--- config.mk ---
export PLATFORM = sky130hd
export DESIGN_NAME = nbpt_ctrl
export DESIGN_NICKNAME = d
export VERILOG_FILES = /design/src/rtl/nbpt_pkg.sv /design/src/rtl/nbpt_ctrl.sv
export SDC_FILE = /design/constraint.sdc
export NUM_CORES = 1
export LEC_CHECK = 0
export BUFFER_PORTS_ARGS = -buffer_cell sky130_fd_sc_hd__buf_2
export CORE_UTILIZATION = 50
export DETAILED_ROUTE_END_ITERATION = 16
export PLACE_DENSITY = 0.84
export SETUP_SLACK_MARGIN = 0.05
export SYNTH_ARGS = -nofsm -noshare
export SYNTH_HDL_FRONTEND = slang
export SYNTH_SLANG_ARGS = --single-unit
--- constraint.sdc ---
create_clock -name i_clk -period 1.7 [get_ports i_clk]
set_input_delay 0.255 -clock i_clk [delete_from_list [all_inputs] [get_ports i_clk]]
set_output_delay 0.255 -clock i_clk [all_outputs]
set_load 0.01 [all_outputs]
--- src/rtl/nbpt_pkg.sv ---
// Shared types, constants and helpers of the nearest-blob puck tracker.
// No dependencies; every other file of the block imports this package.
package nbpt_pkg;

    // Default coordinate width, 0.1 mm per step
    localparam int COORD_WIDTH_DEF = 16;

    // Divider geometry: dividend/quotient width and divisor width
    localparam int DIV_W = 56;
    localparam int DEN_W = 32;

    // Velocity limits, 24 bit signed
    localparam logic signed [23:0] VEL_MAX = 24'sh7FFFFF;
    localparam logic signed [23:0] VEL_MIN = 24'sh800000;

    // Configuration register indexes
    localparam logic [1:0] CFG_RATE = 2'd0;
    localparam logic [1:0] CFG_HX   = 2'd1;
    localparam logic [1:0] CFG_HY   = 2'd2;

    // Reset values of the configuration registers
    localparam logic [15:0] RATE_RST = 16'd445;
    localparam logic [14:0] HX_RST   = 15'd5000;
    localparam logic [14:0] HY_RST   = 15'd3000;

    // Tracker modes as reported on the result
    typedef enum logic [1:0] {
        MODE_LOST    = 2'd0,
        MODE_FINDING = 2'd1,
        MODE_NORMAL  = 2'd2
    } t_mode;

    // Commands from the controller to the datapath
    typedef struct packed {
        logic load;
        logic pmul;
        logic vmul;
        logic start;
        logic sel_rate;
        logic pred;
        logic sq;
        logic cmp;
        logic commit;
    } t_cmd;

    // Status from the datapath to the controller
    typedef struct packed {
        logic       empty;
        logic       last;
        logic       gap_zero;
        logic       div_busy;
        logic       out_busy;
        logic       valid;
        logic       step;
        logic [1:0] tally;
        t_mode      mode;
    } t_stat;

    // Saturate a rounded quotient magnitude with its sign to 24 bits
    function automatic logic signed [23:0] vel_sat(input logic [DIV_W-1:0] q,
                                                   input logic neg);
        logic signed [23:0] v;
        if (neg) begin
            if (q >= DIV_W'(24'h800000)) v = VEL_MIN;
            else v = -$signed(q[23:0]);
        end else begin
            if (q > DIV_W'(24'h7FFFFF)) v = VEL_MAX;
            else v = $signed(q[23:0]);
        end
        return v;
    endfunction

endpackage

--- src/rtl/nbpt_ctrl.sv ---
// Controller of the puck tracker: sequences blob search and frame end.
// Depends on nbpt_pkg for command and status types.
module nbpt_ctrl import nbpt_pkg::*; (
    input  logic  i_clk,
    input  logic  i_rst_n,
    input  logic  i_s_tvalid,
    output logic  o_s_tready,
    input  t_stat i_stat,
    output t_cmd  o_cmd
);
    typedef enum logic [11:0] {
        S_IDLE   = 12'b000000000001,
        S_ROUTE  = 12'b000000000010,
        S_PMUL   = 12'b000000000100,
        S_PSTART = 12'b000000001000,
        S_PWAIT  = 12'b000000010000,
        S_PRED   = 12'b000000100000,
        S_SQ     = 12'b000001000000,
        S_CMP    = 12'b000010000000,
        S_DEC    = 12'b000100000000,
        S_VMUL   = 12'b001000000000,
        S_VSTART = 12'b010000000000,
        S_FIN    = 12'b100000000000
    } t_state;

    t_state r_state, n_state;
    logic   r_end, n_end;

    // Next state and commands
    always_comb begin
        n_state = r_state;
        n_end   = r_end;
        o_cmd   = '0;
        case (r_state)
            S_IDLE: begin
                if (i_s_tvalid) begin
                    o_cmd.load = 1'b1;
                    n_state    = S_ROUTE;
                end
            end
            S_ROUTE: begin
                if (!i_stat.empty)    n_state = S_PMUL;
                else if (i_stat.last) n_state = S_DEC;
                else                  n_state = S_IDLE;
            end
            S_PMUL: begin
                o_cmd.pmul = 1'b1;
                n_state    = S_PSTART;
            end
            S_PSTART: begin
                o_cmd.start    = 1'b1;
                o_cmd.sel_rate = 1'b1;
                n_state        = S_PWAIT;
            end
            S_PWAIT: begin
                if (!i_stat.div_busy) n_state = S_PRED;
            end
            S_PRED: begin
                o_cmd.pred = 1'b1;
                n_state    = r_end ? S_FIN : S_SQ;
            end
            S_SQ: begin
                o_cmd.sq = 1'b1;
                n_state  = S_CMP;
            end
            S_CMP: begin
                o_cmd.cmp = 1'b1;
                n_state   = i_stat.last ? S_DEC : S_IDLE;
            end
            S_DEC: begin
                case (i_stat.mode)
                    MODE_LOST: begin
                        if (i_stat.valid) begin
                            n_end   = 1'b1;
                            n_state = S_PMUL;
                        end else begin
                            n_state = S_FIN;
                        end
                    end
                    MODE_FINDING: begin
                        if (i_stat.tally == 2'd1 && i_stat.step && !i_stat.gap_zero)
                            n_state = S_VMUL;
                        else
                            n_state = S_FIN;
                    end
                    MODE_NORMAL: n_state = i_stat.gap_zero ? S_FIN : S_VMUL;
                    default:     n_state = S_FIN;
                endcase
            end
            S_VMUL: begin
                o_cmd.vmul = 1'b1;
                n_state    = S_VSTART;
            end
            S_VSTART: begin
                o_cmd.start = 1'b1;
                n_state     = S_FIN;
            end
            S_FIN: begin
                // Wait for the divider and for room in the result register
                if (!i_stat.div_busy && !i_stat.out_busy) begin
                    o_cmd.commit = 1'b1;
                    n_end        = 1'b0;
                    n_state      = S_IDLE;
                end
            end
            default: n_state = S_IDLE;
        endcase
    end

    always_ff @(posedge i_clk) begin
        if (!i_rst_n) begin
            r_state <= S_IDLE;
            r_end   <= 1'b0;
        end else begin
            r_state <= n_state;
            r_end   <= n_end;
        end
    end

    assign o_s_tready = (r_state == S_IDLE);

endmodule

=== Word level (Yosys, flattened, before mapping) ===
Cells that the tools add are included.

* Output and inout port bits: 10
* Bits in registers: 13
* ROM bits: 0
* Latch bits: 0
* Input bits: 14
* Logic and storage cells: 59
* Memory bits (writable): 0
* Memories: 0

* Order comparisons: 0
* Multiply operators: 0
* Shift-type cells: 0
* Equality and inequality tests: 20
* Bitwise logic cells: 0
* Divide/modulo/power cells: 0
* Add/subtract/negate cells: 0
* Muxes and demuxes: 26
* Reduce and logical (&&, ||, !) cells: 11

{| class="wikitable"
|+ Operators by type and width
! operator !! number
|-
| one-hot mux 12 bit (12 select lines) || 1
|-
| two-way mux 12 bit || 8
|-
| one-hot mux 12 bit (3 select lines) || 1
|-
| two-way mux 1 bit || 14
|-
| == test 12 x 1 -> 1 bit (second input constant) || 1
|-
| == test 12 x 10 -> 1 bit (second input constant) || 1
|-
| == test 12 x 11 -> 1 bit (second input constant) || 1
|-
| == test 12 bit (second input constant) || 1
|-
| == test 12 x 2 -> 1 bit (second input constant) || 1
|-
| == test 12 x 3 -> 1 bit (second input constant) || 1
|-
| == test 12 x 4 -> 1 bit (second input constant) || 1
|-
| == test 12 x 5 -> 1 bit (second input constant) || 1
|-
| == test 12 x 6 -> 1 bit (second input constant) || 1
|-
| == test 12 x 7 -> 1 bit (second input constant) || 1
|-
| == test 12 x 8 -> 1 bit (second input constant) || 1
|-
| == test 12 x 9 -> 1 bit (second input constant) || 1
|-
| inequality test 2 bit (second input constant) || 5
|-
| two-way mux 9 bit || 1
|-
| == test 2 x 1 -> 1 bit (second input constant) || 2
|-
| AND reduction 4 bit || 1
|-
| logical AND 1 bit || 3
|-
| logical NOT 1 bit || 3
|-
| AND reduction 3 bit || 1
|-
| == test 2 bit (second input constant) || 1
|-
| other kinds (4) || 4
|}

=== Longest topological paths before layout ===
Gate-level depths: netlist of run 1.

* Word-level depth: 6
* Gate-level depth with buffers: 7
* Depth with buffers taken out: 5

=== Worst setup path after synthesis of run 1 ===
OpenSTA, ideal clock, no wires.

* Path kind: reg-to-output
* Start point: register r_state[4]
* End point: output port o_cmd[7] in the netlist's numbering
* Stages on the path, launching flop included: 6
* Buffers on the path: 0
* Data arrival time: 1.468 ns
* Setup slack: -0.023 ns
* Required time: 1.445 ns
* Cell sequence: dfxtp_1 > or2_1 > or3_1 > nor2_1 > nand2_1 > nor3b_1

{| class="wikitable"
|+ RTL lines
! item !! line !! text
|-
| start: declaration || nbpt_ctrl.sv:26 || <nowiki>t_state r_state, n_state;</nowiki>
|-
| start signal: assignment || nbpt_ctrl.sv:115 || <nowiki>r_state <= n_state;</nowiki>
|-
| end: declaration || nbpt_ctrl.sv:9 || <nowiki>output t_cmd o_cmd</nowiki>
|}

==> flow_metrics.tcl, run 1 <==
set metrics [dict create \
    min_from "i_stat[9]" \
    fin_crit_ns 2.103 \
    die-area_sq_um 1894 \
    clock_path_buffers 2 \
    crit_type "reg -> out" \
    end_kind "primary output" \
    maxCapViolCount 0 \
    fin_ws_ns -0.4026 \
    async_reset_ff_share_pct 0 \
    vias 1313 \
    critPathMaxFanout 4 \
    rr_startpoint "r_state[5]$_SDFFE_PN0P_" \
    violations "DRC, setup timing" \
    ant_nets 0 \
    clkTransAtPathRegs_ns 0.10 \
    worstPathRequired_ns 1.44 \
    yosysWarnings 0 \
    r2r_cells 7 \
    num_rows 14 \
    slowest_stage "dfxtp_1" \
    cts_buffers 3 \
    clock_latency_ns 0.29 \
    p_per_area_nw_per_um2 627.8 \
    die_w_um 43.52 \
    drive_gt1_share_pct 60.62 \
    start_kind "flip-flop" \
    die_h_um 43.52 \
    hold_violations 0 \
    startpoint "r_state[8]$_SDFFE_PN0P_" \
    yosys.cell_types.count 35 \
    antenna_found_initial 0 \
    cts_root_buf "clkbuf_4" \
    grt_max_degree 9 \
    crit_chain "buf_4 > nor2_1 > nand2_1 > nor2_4 > nand2_1 > nor3b_2 > buf_2" \
    synth_nets 119 \
    fmax_ghz 0.4756 \
    synth_commonest_cells "dfxtp_1 (13), nor2_1 (13), nand2_1 (7)" \
    crit_path_frequent_cell "nand2_1" \
    dp_hpwl_um 1678 \
    fin_cells 176 \
    synth-edff-count 0 \
    slew_viol_final 0 \
    grt_pass1_vias 982 \
    leakage_nw 0.6608 \
    clock-sinks 13 \
    ir_drop_v 0.0005611 \
    synth.cell_area_sq_um 862.1 \
    min-delay-path-class "in -> reg" \
    cts_hold_buf 0 \
    dr.first_iter.drc_count 135 \
    ios 24 \
    slowest_delay_ns 0.39 \
    timing.hold.ws_ns 0.2408 \
    status "finished with violations" \
    grt_pass1_wl_um 4512 \
    setup_viol 21 \
    fin_util_pct 92.78 \
    dr.pass1.iters 11 \
    synth_area_leaders "dfxtp_1 (30%), nor2_1 (5.7%), nor4b_1 (5.1%)" \
    skew_ns 0.005280 \
    drc 2 \
    hold_depth 3 \
    avgSynthCellArea_sq_um 8.210 \
    period_share_pct 123.7 \
    synth_top_area_cell "dfxtp_1" \
    grt-ovfl-total 0 \
    synth_top_flop_cell "dfxtp_1" \
    synth_top_area_share_pct 30.19 \
    drt-total-wl_um 4477 \
    place_inst 150 \
    synth-seq-cells 13 \
    place_ws_ns -0.08517 \
    drt-vias-per-instance 7.460 \
    gp_congestion 0.9263 \
    critPathArrivalTime_ns 1.85 \
    port_buffers 23 \
    gr-usage-all-layers_pct 32.53 \
    start_util_pct 55.30 \
    core-area_sq_um 1559 \
    max_slew_margin_pct 66.78 \
    ys_seq_area_share_pct 30.19 \
    wl_per_cell_um 25.44 \
    areaGrowthSynthToFinish_pct 67.78 \
    worst-slew-pin-transition_ns 0.4977 \
    rsz0062_at_grt "yes" \
    antenna_cells 0 \
    syn_inst 105 \
    cts_tree "built" \
    final_net_count 175 \
    htreeDepth 1 \
]
[where the power goes]
group | leakage [nW] | total, mW | internal (mW) | switching [mW]
clock | 0.0150 | 0.225 | 0.0913 | 0.134
sequential | 0.110 | 0.337 | 0.316 | 0.0206
combinational | 0.536 | 0.346 | 0.173 | 0.173
total | 0.661 | 0.908 | 0.581 | 0.327
[registers in the layout, indices dropped and copies added, names as in the netlist]
signal / cells
r_state: 12
r_end: 1
[what timing repair did]
item,CTS,global route
pin swaps,4,9
setup buffers,17,6
gates resized for setup,23,28
endpoints found under the setup margin,18,20
[routing by layer]
metal | vias up | track usage, % | wire (um)
li1 | 494 | - | -
met1 | 547 | 41.94 | 1442
met2 | 181 | 56.36 | 1885
met3 | 91 | 2.917 | 633
met4 | 0 | 11.88 | 516
met5 | - | 0 | 0
[critical path: cells and delay by family (launching register included)]
kind,cells,cell delay (ns)
DFF,1,0.39
buffers and inverters,2,0.34
and+or+nand+nor,5,0.83
[worst paths after layout]
| check | to | slack, ns |
|---|---|---|
| worst max-delay path | o_cmd[7] | -0.40 |
| worst min register to register | r_state[6]$_SDFFE_PN0P_ | 0.51 |
| worst max register to register | r_state[5]$_SDFFE_PN0P_ | -0.15 |
| worst min-delay path | r_state[8]$_SDFFE_PN0P_ | 0.24 |
[final cells by class]
class,instances,area [sq um]
inverter,4,15.01
clock buffer,4,26.28
fill,57,112.6
timing repair buffer,55,389.1
tap,16,20.02
multi-input combinational,84,720.7
sequential,13,275.3
[metrics by stage]
stage	total power [mW]	area [sq um]	TNS [ns]
final	0.9080	1446	-3.759
after global routing	0.9274	1446	-4.212
after CTS	0.7905	1280	-1.181
after detailed placement	0.5283	1054	-0.4747
after global placement	0.5239	1054	-0.01061
after floorplan	0.4551	867.1	0
[cell usage in the layout, fill, tap and decap left out, types with 4 or more instances in the layout]
cell type,Yosys,final
nor2_1,13,11
dfxtp_2,0,6
buf_2,0,20
buf_6,0,7
buf_4,2,28
a21oi_1,6,4
dfxtp_1,13,5
nand2_1,7,5
nand2b_1,5,5
[cell families after synthesis]
family          Yosys count  share of synthesized area [%]
buf+inv                   8                          4.497
flops                    13                          30.19
xor+xnor                  3                          3.048
simple gates             64                          49.64
compound gates           17                          12.63
(Power assumes the default switching activity.)
==> run 2: changes to the inputs <==
==> constraint.sdc (replaced) <==
create_clock -name i_clk -period 1.7 [get_ports i_clk]
set_input_delay 0.17 -clock i_clk [delete_from_list [all_inputs] [get_ports i_clk]]
set_output_delay 0.17 -clock i_clk [all_outputs]
set_load 0.01 [all_outputs]
==> run 2 against run 1 <==
  * The flow finishes with violations (setup timing)
  * Wire length down 38%
  * Maximum frequency up 9.0%
  * Sequential power about the same
  * Clock skew up 0.010 ns
  * First-iteration DRC count down 73%
  * Die area unchanged
  * Via count down 25%
  * Flip-flop and latch count unchanged
  * Sequential share of layout area up 3.0 points
  * Largest cell class unchanged
==> flow_metrics.tcl, run 2 (synthesized netlist as in run 1, its figures left out) <==
set metrics [dict create \
    regMostFlops "r_state" \
    clkTransAtPathRegs_ns 0.07 \
    grt_max_degree 9 \
    r2r_cells 7 \
    largest_reg_flops 12 \
    drt-total-wl_um 2787 \
    crit_chain "or2_1 > or3_4 > nor2_4 > nand2_2 > nor3b_2 > buf_2" \
    p_int_mw 0.5439 \
    htreeDepth 1 \
    drc 0 \
    place_ws_ns -0.003752 \
    areaGrowthSynthToFinish_pct 44.27 \
    start_kind "flip-flop" \
    violations "setup timing" \
    power.net_switching_mw 0.2590 \
    maxCapViolCount 0 \
    critPathMaxFanout 4 \
    hold_depth 3 \
    grt_pass1_vias 821 \
    final_cell_mix "buf_2 (23), buf_4 (18), nor2_1 (11)" \
    dr.first_iter.drc_count 36 \
    crit_type "reg -> out" \
    gp_congestion 0.9251 \
    min-delay-path-class "in -> reg" \
    end_kind "primary output" \
    final_common_cell "buf_2" \
    period_share_pct 113.5 \
    p_sw_share_pct 32.26 \
    cts_tree "built" \
    p_comb_share_pct 32.8 \
    start_util_pct 55.30 \
    fin_ws_ns -0.2290 \
    antenna_found_initial 0 \
    die_h_um 43.52 \
    dr.pass1.iters 4 \
    critPathArrivalTime_ns 1.76 \
    die_w_um 43.52 \
    ant_nets 0 \
    slowest_stage "or3_4" \
    fmax_ghz 0.5184 \
    drive_gt1_share_pct 49.66 \
    drt-vias-per-instance 5.994 \
    max_slew_margin_pct 70.24 \
    core-area_sq_um 1559 \
    clock_latency_ns 0.29 \
    port_buffers 23 \
    die-area_sq_um 1894 \
    worstPathRequired_ns 1.53 \
    ir_drop_v 0.0005835 \
    leakage_nw 0.5721 \
    hold_violations 0 \
    slowest_delay_ns 0.37 \
    worst-slew-pin-transition_ns 0.4401 \
    gr-usage-all-layers_pct 27.32 \
    setup_viol 11 \
    slew_viol_final 0 \
    clock_path_buffers 2 \
    cts_root_buf "clkbuf_4" \
    final_net_count 164 \
    vias 989 \
    clock-sinks 13 \
    fin_crit_ns 1.929 \
    fin_util_pct 79.78 \
    grt-ovfl-total 0 \
    dp_hpwl_um 1608 \
    cts_buffers 3 \
    power.share.clock_pct 25.0 \
    antenna_cells 0 \
    num_rows 14 \
    seq_power_share_pct 42.1 \
    rsz0062_at_grt "yes" \
    grt_pass1_wl_um 3732 \
    p_per_area_nw_per_um2 645.6 \
    status "finished with violations" \
    top_regs "r_state: 12 flops, r_end: 1 flops" \
    wl_per_cell_um 16.89 \
    ios 24 \
    cts_hold_buf 0 \
    fin_setup_tns_ns -1.307 \
    skew_ns 0.01542 \
]
run 2: power by group through the flow:
| stage | sequential [mW] | combinational, mW | clock (mW) |
|---|---|---|---|
| finish | 0.338 | 0.264 | 0.201 |
| floorplan | 0.337 | 0.117 | 0 |
| CTS | 0.336 | 0.231 | 0.196 |
| detailed placement | 0.342 | 0.193 | 0 |
| global placement | 0.340 | 0.188 | 0 |
| global route | 0.340 | 0.281 | 0.223 |
run 2: through the flow:
step | hold slack, ns | cells | power (mW) | instance area, sq um
floorplan | 0.2838 | 105 | 0.4540 | 862.1
global placement | 0.4114 | 150 | 0.5279 | 1049
detailed placement | 0.4117 | 150 | 0.5349 | 1049
CTS | 0.1079 | 161 | 0.7627 | 1169
global route | 0.1463 | 165 | 0.8439 | 1244
finish | 0.1268 | 165 | 0.8029 | 1244
run 2: cell type report:
cell class                      instances  area [sq um]
Fill cell                             104         315.3
Timing Repair Buffer                   44         284.0
Clock buffer                            4         26.28
Inverter                                4         15.01
Multi-Input combinational cell         84         624.3
Tap cell                               16         20.02
Sequential cell                        13         274.0
run 2: per-layer routing:
metal | global-route usage [%] | share of wire [%] | vias to the layer above
met5 | 0 | 0 | -
met2 | 41.82 | 49 | 37
met3 | 7.500 | 4.5 | 9
met1 | 36.34 | 43 | 469
met4 | 11.25 | 2.7 | 0
li1 | - | - | 474
run 2: worst paths after layout:
kind                            from                      end  slack [ns]
min                        i_stat[9]  r_state[8]$_SDFFE_PN0P_        0.13
max          r_state[5]$_SDFFE_PN0P_                 o_cmd[7]       -0.23
min reg2reg       r_end$_SDFFE_PN0P_  r_state[6]$_SDFFE_PN0P_        0.48
max reg2reg  r_state[5]$_SDFFE_PN0P_  r_state[0]$_SDFFE_PN1P_       -0.16
run 2: timing repair:
item | 4_1_cts | 5_1_grt
endpoints found under the setup margin | 17 | 18
resized for setup | 15 | 14
pin swaps | 6 | 7
buffers inserted | 8 | 6
run 2: critical path, delay by kind of cell (launching register included):
family | cells | cell delay [ns]
AND/OR/NAND/NOR | 5 | 0.99
flip-flops | 1 | 0.34
buffers and inverters | 1 | 0.14
